$ cat src/rtl/sorted_key_table_insert_list_assert.svh
// Assertion macros shared by the sorted key table RTL.
// Simulation builds get concurrent assertions; synthesis builds get empty bodies.
`ifndef SORTED_KEY_TABLE_INSERT_LIST_ASSERT_SVH
`define SORTED_KEY_TABLE_INSERT_LIST_ASSERT_SVH

`ifndef SYNTHESIS
// The property must hold at every clock edge outside reset.
`define SKTI_ASSERT(lbl, clk, rst, prop) \
   lbl: assert property (@(posedge clk) disable iff (rst) (prop)) \
      else $error("assertion failed");
// When the antecedent holds, the consequent must hold in the following cycle.
`define SKTI_ASSERT_NEXT(lbl, clk, rst, ante, cons) \
   lbl: assert property (@(posedge clk) disable iff (rst) (ante) |=> (cons)) \
      else $error("assertion failed");
`else
`define SKTI_ASSERT(lbl, clk, rst, prop)
`define SKTI_ASSERT_NEXT(lbl, clk, rst, ante, cons)
`endif

`endif

$ cat src/rtl/skti_pkg.sv
// Shared types and constants for the sorted key table.
// Used by the controller, the datapath and the top level; depends on nothing.
package skti_pkg;

   localparam int KEY_W       = 64;
   localparam int GRADE_W     = 8;
   localparam int MAX_RESULTS = 16;
   localparam int RES_CNT_W   = $clog2(MAX_RESULTS + 1);

   // Operation carried by each request beat.
   typedef enum logic [1:0] {
      OP_ADD        = 2'd0,
      OP_LIST_GRADE = 2'd1,
      OP_LIST_ALL   = 2'd2,
      OP_NONE       = 2'd3
   } opcode_type;

   // Add outcome reported in the response status field.
   typedef enum logic [1:0] {
      ST_OK   = 2'd0,
      ST_DUP  = 2'd1,
      ST_FULL = 2'd2
   } status_type;

   // What the output register is loaded with.
   typedef enum logic [1:0] {
      EMIT_ADD   = 2'd0,
      EMIT_ENTRY = 2'd1,
      EMIT_LAST  = 2'd2,
      EMIT_EMPTY = 2'd3
   } emit_type;

   // Commands from the controller to the datapath.
   typedef struct packed {
      logic     latch;
      logic     add_write;
      logic     rotate;
      logic     pend_load;
      logic     emit;
      emit_type emit_kind;
      logic     match_all;
   } cmd_type;

   // Status from the datapath to the controller.
   typedef struct packed {
      logic       out_free;
      logic       cell_match;
   } stat_type;

endpackage

$ cat src/rtl/skti_ctrl.sv
// Controller state machine of the sorted key table.
// Depends on skti_pkg and the assertion macro header.
`include "sorted_key_table_insert_list_assert.svh"

module skti_ctrl
   import skti_pkg::*;
#(
   parameter int MAX_ENTRIES = 16
) (
   input  logic                                 clock,
   input  logic                                 reset,
   input  logic                                 req_valid,
   output logic                                 req_ready,
   input  opcode_type                           req_op,
   input  logic [$clog2(MAX_ENTRIES + 1) - 1:0] entry_count,
   input  stat_type                             stat,
   output cmd_type                              cmd
);

   localparam int CNT_W = $clog2(MAX_ENTRIES + 1);
   localparam int IDX_W = (MAX_ENTRIES > 1) ? $clog2(MAX_ENTRIES) : 1;

   typedef enum logic [1:0] {
      S_IDLE,
      S_ADD,
      S_SCAN,
      S_FINISH
   } state_type;

   state_type              state_ff, state_in;
   logic [IDX_W - 1:0]     idx_ff, idx_in;
   logic [RES_CNT_W - 1:0] nres_ff, nres_in;
   logic                   pend_v_ff, pend_v_in;
   logic                   all_ff, all_in;
   logic                   hit;
   logic                   stall;

   assign req_ready = (state_ff == S_IDLE);

   // A scan step hits when the entry at the head cell is live, matches and fits the cap.
   assign hit = (CNT_W'(idx_ff) < entry_count) && stat.cell_match &&
                (nres_ff < RES_CNT_W'(MAX_RESULTS));
   // A second hit must push the held entry out, which needs a free output register.
   assign stall = hit && pend_v_ff && !stat.out_free;

   // Next state and commands.
   always_comb begin
      state_in      = state_ff;
      idx_in        = idx_ff;
      nres_in       = nres_ff;
      pend_v_in     = pend_v_ff;
      all_in        = all_ff;
      cmd           = '0;
      cmd.match_all = all_ff;
      unique case (state_ff)
         S_IDLE: begin
            if (req_valid) begin
               cmd.latch = 1'b1;
               unique case (req_op)
                  OP_ADD: begin
                     state_in = S_ADD;
                  end
                  OP_LIST_GRADE, OP_LIST_ALL: begin
                     state_in  = S_SCAN;
                     idx_in    = '0;
                     nres_in   = '0;
                     pend_v_in = 1'b0;
                     all_in    = (req_op == OP_LIST_ALL);
                  end
                  OP_NONE: begin
                     state_in = S_IDLE;
                  end
               endcase
            end
         end
         S_ADD: begin
            if (stat.out_free) begin
               cmd.add_write = 1'b1;
               cmd.emit      = 1'b1;
               cmd.emit_kind = EMIT_ADD;
               state_in      = S_IDLE;
            end
         end
         S_SCAN: begin
            if (!stall) begin
               cmd.rotate = 1'b1;
               if (hit) begin
                  cmd.pend_load = 1'b1;
                  pend_v_in     = 1'b1;
                  nres_in       = nres_ff + RES_CNT_W'(1);
                  if (pend_v_ff) begin
                     cmd.emit      = 1'b1;
                     cmd.emit_kind = EMIT_ENTRY;
                  end
               end
               if (idx_ff == IDX_W'(MAX_ENTRIES - 1)) begin
                  state_in = S_FINISH;
               end else begin
                  idx_in = idx_ff + IDX_W'(1);
               end
            end
         end
         S_FINISH: begin
            if (stat.out_free) begin
               cmd.emit      = 1'b1;
               cmd.emit_kind = pend_v_ff ? EMIT_LAST : EMIT_EMPTY;
               state_in      = S_IDLE;
            end
         end
      endcase
   end

   // State and scan bookkeeping.
   always_ff @(posedge clock) begin
      if (reset) begin
         state_ff  <= S_IDLE;
         idx_ff    <= '0;
         nres_ff   <= '0;
         pend_v_ff <= 1'b0;
         all_ff    <= 1'b0;
      end else begin
         state_ff  <= state_in;
         idx_ff    <= idx_in;
         nres_ff   <= nres_in;
         pend_v_ff <= pend_v_in;
         all_ff    <= all_in;
      end
   end

   `SKTI_ASSERT(a_nres_capped, clock, reset, nres_ff <= RES_CNT_W'(MAX_RESULTS))
   `SKTI_ASSERT_NEXT(a_stall_holds_idx, clock, reset, state_ff == S_SCAN && !cmd.rotate, idx_ff == $past(idx_ff))
   `SKTI_ASSERT_NEXT(a_add_done, clock, reset, state_ff == S_ADD && stat.out_free, state_ff == S_IDLE)

endmodule

$ cat src/rtl/skti_dpath.sv
// Datapath of the sorted key table: the sorted cell chain, the request latch,
// the held list entry and the output register. Depends on skti_pkg and the macro header.
`include "sorted_key_table_insert_list_assert.svh"

module skti_dpath
   import skti_pkg::*;
#(
   parameter int MAX_ENTRIES = 16,
   parameter int NAME_BYTES  = 8
) (
   input  logic                                 clock,
   input  logic                                 reset,
   input  cmd_type                              cmd,
   output stat_type                             stat,
   output logic [$clog2(MAX_ENTRIES + 1) - 1:0] entry_count,
   input  logic [KEY_W - 1:0]                   req_name,
   input  logic [GRADE_W - 1:0]                 req_grade,
   output logic                                 rsp_valid,
   input  logic                                 rsp_ready,
   output logic [1:0]                           rsp_status,
   output logic                                 rsp_has_entry,
   output logic [GRADE_W - 1:0]                 rsp_grade,
   output logic [KEY_W - 1:0]                   rsp_name,
   output logic                                 rsp_last
);

   localparam int CNT_W  = $clog2(MAX_ENTRIES + 1);
   localparam int NAME_W = 8 * NAME_BYTES;

   logic [GRADE_W - 1:0] grade_ff [MAX_ENTRIES];
   logic [NAME_W - 1:0]  name_ff  [MAX_ENTRIES];
   logic [GRADE_W - 1:0] grade_in [MAX_ENTRIES];
   logic [NAME_W - 1:0]  name_in  [MAX_ENTRIES];
   logic [GRADE_W - 1:0] up_grade [MAX_ENTRIES];
   logic [NAME_W - 1:0]  up_name  [MAX_ENTRIES];
   logic [GRADE_W - 1:0] dn_grade [MAX_ENTRIES];
   logic [NAME_W - 1:0]  dn_name  [MAX_ENTRIES];

   logic [MAX_ENTRIES - 1:0] live_c, dup_c, before_c, prev_before_c;
   logic [CNT_W - 1:0]       count_ff, count_in;
   logic [KEY_W - 1:0]       norm_key;
   logic [NAME_W - 1:0]      key_name_ff;
   logic [GRADE_W - 1:0]     key_grade_ff;
   logic [GRADE_W - 1:0]     pend_grade_ff;
   logic [NAME_W - 1:0]      pend_name_ff;
   logic                     ins_ok;
   status_type               add_status;

   logic                 rsp_valid_ff;
   logic [1:0]           rsp_status_ff;
   logic                 rsp_has_ff;
   logic [GRADE_W - 1:0] rsp_grade_ff;
   logic [KEY_W - 1:0]   rsp_name_ff;
   logic                 rsp_last_ff;

   // Key normalization: bytes past the first zero byte or past NAME_BYTES are cleared.
   always_comb begin
      logic alive;
      alive    = 1'b1;
      norm_key = '0;
      for (int b = 0; b < 8; b++) begin
         if (b >= NAME_BYTES || req_name[KEY_W - 1 - 8 * b -: 8] == 8'd0) begin
            alive = 1'b0;
         end
         if (alive) begin
            norm_key[KEY_W - 1 - 8 * b -: 8] = req_name[KEY_W - 1 - 8 * b -: 8];
         end
      end
   end

   // Request latch.
   always_ff @(posedge clock) begin
      if (cmd.latch) begin
         key_name_ff  <= norm_key[KEY_W - 1 -: NAME_W];
         key_grade_ff <= req_grade;
      end
   end

   // Per-cell compare, neighbor wiring and next value.
   for (genvar k = 0; k < MAX_ENTRIES; k++) begin : g_cell
      assign live_c[k]   = (CNT_W'(k) < count_ff);
      assign dup_c[k]    = live_c[k] && (name_ff[k] == key_name_ff);
      assign before_c[k] = !live_c[k] ||
                           ({key_grade_ff, key_name_ff} < {grade_ff[k], name_ff[k]});

      if (k == MAX_ENTRIES - 1) begin : g_wrap
         assign up_grade[k] = grade_ff[0];
         assign up_name[k]  = name_ff[0];
      end else begin : g_up
         assign up_grade[k] = grade_ff[k + 1];
         assign up_name[k]  = name_ff[k + 1];
      end

      if (k == 0) begin : g_head
         assign dn_grade[k]      = key_grade_ff;
         assign dn_name[k]       = key_name_ff;
         assign prev_before_c[k] = 1'b0;
      end else begin : g_body
         assign dn_grade[k]      = grade_ff[k - 1];
         assign dn_name[k]       = name_ff[k - 1];
         assign prev_before_c[k] = before_c[k - 1];
      end

      // Rotate for a list scan, or open a slot and insert on an add.
      always_comb begin
         grade_in[k] = grade_ff[k];
         name_in[k]  = name_ff[k];
         if (cmd.rotate) begin
            grade_in[k] = up_grade[k];
            name_in[k]  = up_name[k];
         end else if (ins_ok && before_c[k]) begin
            if (!prev_before_c[k]) begin
               grade_in[k] = key_grade_ff;
               name_in[k]  = key_name_ff;
            end else begin
               grade_in[k] = dn_grade[k];
               name_in[k]  = dn_name[k];
            end
         end
      end
   end

   always_ff @(posedge clock) begin
      for (int k = 0; k < MAX_ENTRIES; k++) begin
         grade_ff[k] <= grade_in[k];
         name_ff[k]  <= name_in[k];
      end
   end

   // Add outcome: a duplicate wins over a full table.
   always_comb begin
      priority if (|dup_c) begin
         add_status = ST_DUP;
      end else if (count_ff == CNT_W'(MAX_ENTRIES)) begin
         add_status = ST_FULL;
      end else begin
         add_status = ST_OK;
      end
   end

   assign ins_ok   = cmd.add_write && (add_status == ST_OK);
   assign count_in = ins_ok ? count_ff + CNT_W'(1) : count_ff;

   always_ff @(posedge clock) begin
      if (reset) begin
         count_ff <= '0;
      end else begin
         count_ff <= count_in;
      end
   end

   // Held list entry, taken from the head cell.
   always_ff @(posedge clock) begin
      if (cmd.pend_load) begin
         pend_grade_ff <= grade_ff[0];
         pend_name_ff  <= name_ff[0];
      end
   end

   // Output register.
   always_ff @(posedge clock) begin
      if (reset) begin
         rsp_valid_ff <= 1'b0;
      end else if (cmd.emit) begin
         rsp_valid_ff <= 1'b1;
      end else if (rsp_ready) begin
         rsp_valid_ff <= 1'b0;
      end
   end

   always_ff @(posedge clock) begin
      if (cmd.emit) begin
         unique case (cmd.emit_kind)
            EMIT_ADD: begin
               rsp_status_ff <= add_status;
               rsp_has_ff    <= 1'b0;
               rsp_grade_ff  <= '0;
               rsp_name_ff   <= '0;
               rsp_last_ff   <= 1'b1;
            end
            EMIT_ENTRY, EMIT_LAST: begin
               rsp_status_ff <= ST_OK;
               rsp_has_ff    <= 1'b1;
               rsp_grade_ff  <= pend_grade_ff;
               rsp_name_ff   <= KEY_W'(pend_name_ff) << (KEY_W - NAME_W);
               rsp_last_ff   <= (cmd.emit_kind == EMIT_LAST);
            end
            EMIT_EMPTY: begin
               rsp_status_ff <= ST_OK;
               rsp_has_ff    <= 1'b0;
               rsp_grade_ff  <= '0;
               rsp_name_ff   <= '0;
               rsp_last_ff   <= 1'b1;
            end
         endcase
      end
   end

   assign rsp_valid     = rsp_valid_ff;
   assign rsp_status    = rsp_status_ff;
   assign rsp_has_entry = rsp_has_ff;
   assign rsp_grade     = rsp_grade_ff;
   assign rsp_name      = rsp_name_ff;
   assign rsp_last      = rsp_last_ff;

   assign entry_count     = count_ff;
   assign stat.out_free   = !rsp_valid_ff || rsp_ready;
   assign stat.cell_match = cmd.match_all || (grade_ff[0] == key_grade_ff);

   `SKTI_ASSERT(a_count_bound, clock, reset, count_ff <= CNT_W'(MAX_ENTRIES))
   `SKTI_ASSERT(a_no_rotate_on_add, clock, reset, !(cmd.rotate && cmd.add_write))
   `SKTI_ASSERT(a_no_overwrite, clock, reset, !(rsp_valid_ff && !rsp_ready && cmd.emit))

endmodule

$ cat src/rtl/sorted_key_table_insert_list.sv
// Top level of the sorted key table: stream ports, controller and datapath.
// Depends on skti_pkg, skti_ctrl and skti_dpath.
//
//   channel  dir  handshake              payload
//   req      in   req_tvalid/req_tready  tdata: name_key, grade; tuser: opcode
//   rsp      out  rsp_tvalid/rsp_tready  tdata: out_grade, out_name; tuser: status,
//                                        has_entry; tlast: last
//
// An add latches the beat, then compares and inserts in the cell chain once the output is free.
// A list latches the beat, then the chain rotates one cell a cycle past the head compare unless
// a stall holds it, and returns to its order when the scan ends; results leave at most one a cycle.
// A stalled response holds the scan in place; a new request is taken only between items.
// Synchronous reset empties the table at once; there is no clearing pass.

module sorted_key_table_insert_list
   import skti_pkg::*;
#(
   parameter int MAX_ENTRIES = 16,
   parameter int NAME_BYTES  = 8
) (
   input  logic        clock,
   input  logic        reset,
   input  logic        req_tvalid,
   output logic        req_tready,
   input  logic [71:0] req_tdata,   // name_key [63:0], grade [71:64]
   input  logic [1:0]  req_tuser,   // opcode [1:0]
   output logic        rsp_tvalid,
   input  logic        rsp_tready,
   output logic [71:0] rsp_tdata,   // out_grade [7:0], out_name [71:8]
   output logic [2:0]  rsp_tuser,   // status [1:0], has_entry [2]
   output logic        rsp_tlast
);

   localparam int CNT_W = $clog2(MAX_ENTRIES + 1);

   cmd_type              cmd;
   stat_type             stat;
   logic [CNT_W - 1:0]   entry_count;
   logic [1:0]           rsp_status;
   logic                 rsp_has_entry;
   logic [GRADE_W - 1:0] rsp_grade;
   logic [KEY_W - 1:0]   rsp_name;

   skti_ctrl #(
      .MAX_ENTRIES (MAX_ENTRIES)
   ) u_ctrl (
      .clock       (clock),
      .reset       (reset),
      .req_valid   (req_tvalid),
      .req_ready   (req_tready),
      .req_op      (opcode_type'(req_tuser)),
      .entry_count (entry_count),
      .stat        (stat),
      .cmd         (cmd)
   );

   skti_dpath #(
      .MAX_ENTRIES (MAX_ENTRIES),
      .NAME_BYTES  (NAME_BYTES)
   ) u_dpath (
      .clock         (clock),
      .reset         (reset),
      .cmd           (cmd),
      .stat          (stat),
      .entry_count   (entry_count),
      .req_name      (req_tdata[63:0]),
      .req_grade     (req_tdata[71:64]),
      .rsp_valid     (rsp_tvalid),
      .rsp_ready     (rsp_tready),
      .rsp_status    (rsp_status),
      .rsp_has_entry (rsp_has_entry),
      .rsp_grade     (rsp_grade),
      .rsp_name      (rsp_name),
      .rsp_last      (rsp_tlast)
   );

   // Response beat packing.
   assign rsp_tdata = {rsp_name, rsp_grade};
   assign rsp_tuser = {rsp_has_entry, rsp_status};

endmodule

$ cat config.mk
export PLATFORM = sky130hd
export DESIGN_NAME = sorted_key_table_insert_list
export DESIGN_NICKNAME = d
export VERILOG_FILES = /design/src/rtl/skti_pkg.sv /design/src/rtl/skti_ctrl.sv /design/src/rtl/skti_dpath.sv /design/src/rtl/sorted_key_table_insert_list.sv
export VERILOG_INCLUDE_DIRS = /design/src /design/src/rtl
export SDC_FILE = /design/constraint.sdc
export NUM_CORES = 2
export LEC_CHECK = 0
export ABC_CLOCK_PERIOD_IN_PS = 9240
export BUFFER_PORTS_ARGS = -buffer_cell sky130_fd_sc_hd__buf_2
export CAP_MARGIN = 25
export CORE_MARGIN = 2
export CORE_UTILIZATION = 55
export DETAILED_ROUTE_END_ITERATION = 7
export PLACE_DENSITY = 0.71
export SYNTH_ARGS = -nofsm -noshare
export SYNTH_HDL_FRONTEND = slang
export SYNTH_SLANG_ARGS = --single-unit
$ cat constraint.sdc
create_clock -name clock -period 9.24 [get_ports clock]
set_clock_uncertainty 0.1 [all_clocks]
set_input_delay 1.386 -clock clock [delete_from_list [all_inputs] [get_ports clock]]
set_output_delay 1.386 -clock clock [all_outputs]
set_load 0.03 [all_outputs]
# Word-level counts from Yosys, hierarchy flattened
# Memory sizes are Yosys's and may differ from the RTL's.
# Index checks and enable logic that the tools add are counted.
[op_classes]
order_cmp = 34
reduce_logical = 97
eq_ne = 35
muxes = 144
n_addsub = 3
[ops]
columns = ["cell", "count"]
rows = [
  ["two-way mux 64 bit", 47],
  ["< comparator 72 bit", 16],
  ["equality test 64 bit", 16],
  ["two-way mux 8 bit", 47],
  ["case mux 64 bit (2 select lines)", 1],
  ["logical NOT 8 bit", 8],
  ["< comparator 4 x 5 -> 1 bit (first input constant)", 8],
  ["logical AND 1 bit", 37],
  ["two-way mux 5 bit", 5],
  ["< comparator 3 x 5 -> 1 bit (first input constant)", 4],
  ["two-way mux 4 bit", 5],
  ["two-way mux 1 bit", 19],
  ["logical NOT 1 bit", 18],
  ["logical OR 1 bit", 18],
  ["case mux 8 bit (2 select lines)", 1],
  ["OR reduction 16 bit", 1],
  ["two-way mux 2 bit", 7],
  ["equality test 2 bit (second input constant)", 6],
  ["case mux 2 bit (3 select lines)", 2],
  ["adder 5 x 1 -> 5 bit (second input constant)", 2],
  ["< comparator 1 x 5 -> 1 bit (first input constant)", 2],
  ["< comparator 2 x 5 -> 1 bit (first input constant)", 2],
  ["case mux 5 bit (2 select lines)", 1],
  ["AND reduction 5 bit", 2],
  ["20 further kinds", 38],
]
[totals]
wordCells = 338
out_inout_bits = 78
in_bits = 78
ff_bits = 239
ramBits = 1152
n_memories = 2
[mem_list]
columns = ["memory", "depth", "word_bits", "read_ports", "rd_ports_with_merged_regs", "write_ports", "line_no", "source"]
rows = [
  ["u_dpath.name_ff", 16, 64, 16, 0, 16, "skti_dpath.sv:31", "logic [NAME_W - 1:0] name_ff [MAX_ENTRIES];"],
  ["u_dpath.grade_ff", 16, 8, 16, 0, 16, "skti_dpath.sv:30", "logic [GRADE_W - 1:0] grade_ff [MAX_ENTRIES];"],
]

# Logic depth before layout (Yosys ltp)
# An unclocked memory read counts as a cell.
[logic_depth]
depth_word = 12
depth_mapped = 14
depth_no_buf = 12

# By module
# A second synthesis with hierarchy kept.
[hier_totals]
hier_cells = 10666
area_unflattened_um2 = 101865.2
[modules_own_cells]
columns = ["mod", "n_inst", "seq_area_each_um2", "cells_each", "area_each_um2"]
rows = [
  ["skti_dpath", 1, 41319.6, 10551, 100956.8],
  ["skti_ctrl", 1, 260.2, 114, 900.9],
  ["sorted_key_table_insert_list", 1, 0.0, 1, 7.5],
]

# Worst setup path after synthesis
# Ideal clock, no wire load.
[synth_path]
path_type = "flip-flop to flip-flop"
startpoint = "reg, netlist name u_dpath.key_name_ff[0]"
endpoint = "mem u_dpath.grade_ff[6][0], enable pin"
period_less_slack_ps = 8427
path_buffers = 1
required_ps = 8532
setup_slack_ps = 813
setup_time_ps = 608
arrival_ps = 7719
stages_incl_launch_ff = 12
cell_sequence = "edfxtp_1 -> inv_1 -> ha_1 -> and4_1 -> and2_1 -> nand4_1 -> o32ai_1 -> a2111oi_2 -> nand4_2 -> or2_1 -> buf_4 -> o31ai_1"
[synth_rtl]
columns = ["item", "line_no"]
rows = [
  ["end: declaration", "skti_dpath.sv:30"],
]

==> metrics.cfg <==
[power_and_ir_drop]
vdd.ir_drop.worst_v=0.000140
pwr_density_cell_nw_per_um2=178
p_leak_nw=45.2

[layout]
multi_input_area_sq_um=51900
num-nets-final=11660
area_growth_pct=8.28
drive_above_1_share=0.0717
stdcell_count=12936
num-fill-cells=15242
regArea_sq_um=41600

[logic_synthesis]
synth_edf_count=1372
netlist_top_cells_count=edfxtp_1 (1372), inv_1 (1165), ha_1 (1163), nand2_1 (899), nor2_1 (625)
synth_area_per_cell_sq_um=9.49
async_flop_share=0
seq_area_frac_synth=0.414
ys_dominant_reg_cell=edfxtp_1
ys_ff_latch=1391
syn_area_sq_um=100000
synth.distinct_cells=77
yosys.area.top_type=edfxtp_1
syn_nets=11823
syn_inst=10582
yosys_warnings=0
synth_area_leaders=edfxtp_1 (41%), ha_1 (14%), inv_1 (4.4%)
yosysMostFrequentCell=edfxtp_1
synth.top_cell.area_share=0.410

[route]
viasPerCell=6.97
drtIter0Drc=14054
wl_per_cell_um=29.3
antenna_left=0
vias=90102
finalWirelength_mm=379
firstDrtPassIters=8
drc=5

[grt]
grt_usage=0.396
grt_max_degree=224
grt_pass1_wl_mm=552
grt_pass1_vias=85609
overflow=0
antenna_found_initial=16

[critical_path]
path_cells=inv_1 -> ha_1 -> nor2b_1 -> o211ai_1 -> a21oi_1 -> a211oi_1 -> nor3_1 -> clkbuf_4 -> a2111oi_2 -> buf_4 -> o21a_4 -> o211ai_1 -> nand2_4 -> buf_4
crit_fanout=40
max_stage_delay_ns=0.75
slowest_stage=o21a_4
cp.arrival_ns=6.84
critPathRequiredTime_ns=9.61
path_class=reg2reg
rr_startpoint=u_dpath.key_name_ff[0]$_SDFFCE_PN0P_
critPathLaunch=u_dpath.key_name_ff[0]$_SDFFCE_PN0P_
worst_setup_path_end_kind=register
worstSetupStartpointType=register

[min_path]
hp-class=reg2reg
hp-start=u_ctrl.nres_ff[4]$_SDFFE_PP0P_

[cts]
cts_max_level=4
ctsHoldBuffers=0
clockRootBuffer=clkbuf_16
cts_num_sinks=1391
cts_buffers=164
postCtsSetupRepairBufs=0
clk_pin_slew_worst_paths_ns=0.06
clk-insertion-delay-late_ns=0.87
clockBufferDepth=3
postCtsResizedCells=0
tritoncts=yes

[timing]
finalCritPeriodShare=0.700
worst_slew_pin_slew_ns=1.22
clock.fmax_mhz=155
tns_ns=0
slew_viol_final=0
slew_headroom=0.179
hold_viol_final=0
rsz0062_at_grt=false
setup_viol=0
period_minus_slack_ns=6.47

[floorplan]
fp.dieArea_sq_um=186000
initial_core_util=0.554
io_pins=156
fp-row-count=156
die_w_um=431
core_area_sq_um=181000
die_h_um=431

[placement]
placed_cells=12607
gp_congestion=1.05
port_buffers=155
dp_hpwl_mm=261

[outcome]
failed_checks=design-rule violations
outcome=complete, but fails checks

[flow_run]
drv_cap=0

-- power breakdown --
part / internal, W / total, W / switching, W / leakage, nW
Clock: 0.00365 / 0.00655 / 0.00290 / 2.54
Combinational: 0.00150 / 0.00453 / 0.00303 / 29.5
Sequential: 0.00773 / 0.00823 / 0.000496 / 13.2
Total: 0.0129 / 0.0193 / 0.00643 / 45.2
-- cell usage in the layout (no fill, tap or decap), types with 16 or more instances in the layout --
| cell | count |
|---|---|
| o221ai_1 | 286 |
| clkbuf_1 | 33 |
| nor2b_1 | 41 |
| dfxtp_1 | 19 |
| clkinv_1 | 36 |
| a22oi_1 | 75 |
| o211ai_1 | 176 |
| inv_1 | 1164 |
| buf_4 | 200 |
| clkinv_2 | 30 |
| mux2i_1 | 363 |
| diode_2 | 17 |
| and4_1 | 16 |
| o21ai_1 | 117 |
| o32ai_1 | 75 |
| nor3_1 | 419 |
| a41oi_1 | 74 |
| nor4_1 | 48 |
| and2_1 | 135 |
| nand4_1 | 260 |
| nor2_1 | 620 |
| edfxtp_1 | 1372 |
| nand2_1 | 886 |
| o21ai_0 | 441 |
| a21oi_1 | 594 |
| clkbuf_16 | 164 |
| nand3_1 | 347 |
| ha_1 | 1162 |
| mux2_2 | 61 |
| a21o_1 | 339 |
| buf_2 | 161 |
| a211oi_1 | 539 |
-- metrics by stage --
| stage | total power, W | instance area [sq um] | hold slack (ns) | utilization | setup WS (ns) |
|---|---|---|---|---|---|
| CTS | 0.0191 | 109000 | 0.350 | 0.599 | 3.05 |
| global placement | 0.0124 | 103000 | 0.338 | 0.569 | 1.81 |
| global route | 0.0199 | 109000 | 0.385 | 0.600 | 2.85 |
| detailed placement | 0.0126 | 103000 | 0.342 | 0.570 | 3.08 |
| floorplan | 0.0111 | 100000 | 0.327 | - | 0.813 |
| finish | 0.0193 | 109000 | 0.350 | 0.600 | 2.77 |
-- cell families after synthesis --
| logic type | after synthesis | share of synthesized area |
|---|---|---|
| AOI/OAI and AO/OA | 2846 | 0.190 |
| xor gates and xnor gates | 3 | 0.000262 |
| adders and majority gates | 1163 | 0.145 |
| buffers and inverters | 1879 | 0.0747 |
| DFF | 1391 | 0.414 |
| muxes | 435 | 0.0442 |
| and+or+nand+nor | 2865 | 0.132 |
-- flip-flops by register name, indices dropped and copies added, names as in the netlist, 4 cells and up --
signal	flops
u_dpath.pend_name_ff	64
u_ctrl.idx_ff	4
u_dpath.key_grade_ff	8
u_dpath.entry_count	5
u_ctrl.nres_ff	5
u_dpath.rsp_grade	8
u_dpath.grade_ff	128
u_dpath.pend_grade_ff	8
u_dpath.rsp_name	64
u_dpath.key_name_ff	64
u_dpath.name_ff	1024
-- metal layers --
layer,wire length (um),global-route usage,part of all wire
met5,184,0.00494,0.00048
met4,28200,0.258,0.074
met3,48100,0.109,0.13
met2,161000,0.586,0.42
met1,142000,0.508,0.37
-- worst max-delay path, delay by kind of cell, from the launching register on --
family,cells,cell delay (ns)
buf+inv,4,1.89
flops,1,0.62
compound gates,6,2.21
fa+ha+maj,1,0.28
simple gates,3,0.80
-- final timing paths --
| kind | to | slack, ns | cells past startpoint |
|---|---|---|---|
| worst max-delay path | u_dpath.name_ff[0][33]$_DFFE_PP_ | 2.77 | 14 |
| worst min-delay path | u_ctrl.nres_ff[4]$_SDFFE_PP0P_ | 0.35 | 2 |
| worst max register to register | u_dpath.name_ff[0][33]$_DFFE_PP_ | 2.77 | 14 |
| worst min register to register | u_ctrl.nres_ff[4]$_SDFFE_PP0P_ | 0.35 | 2 |
-- layout make-up --
type / instances / share of cell area
antenna: 17 / 0.000391
clock buffer: 199 / 0.0391
clock inverter: 97 / 0.00858
inverter: 1165 / 0.0402
multi-input combinational: 7312 / 0.477
sequential: 1391 / 0.382
tap: 2370 / 0.0273
timing repair buffer: 385 / 0.0252
Power figures use the tool's default switching activity.
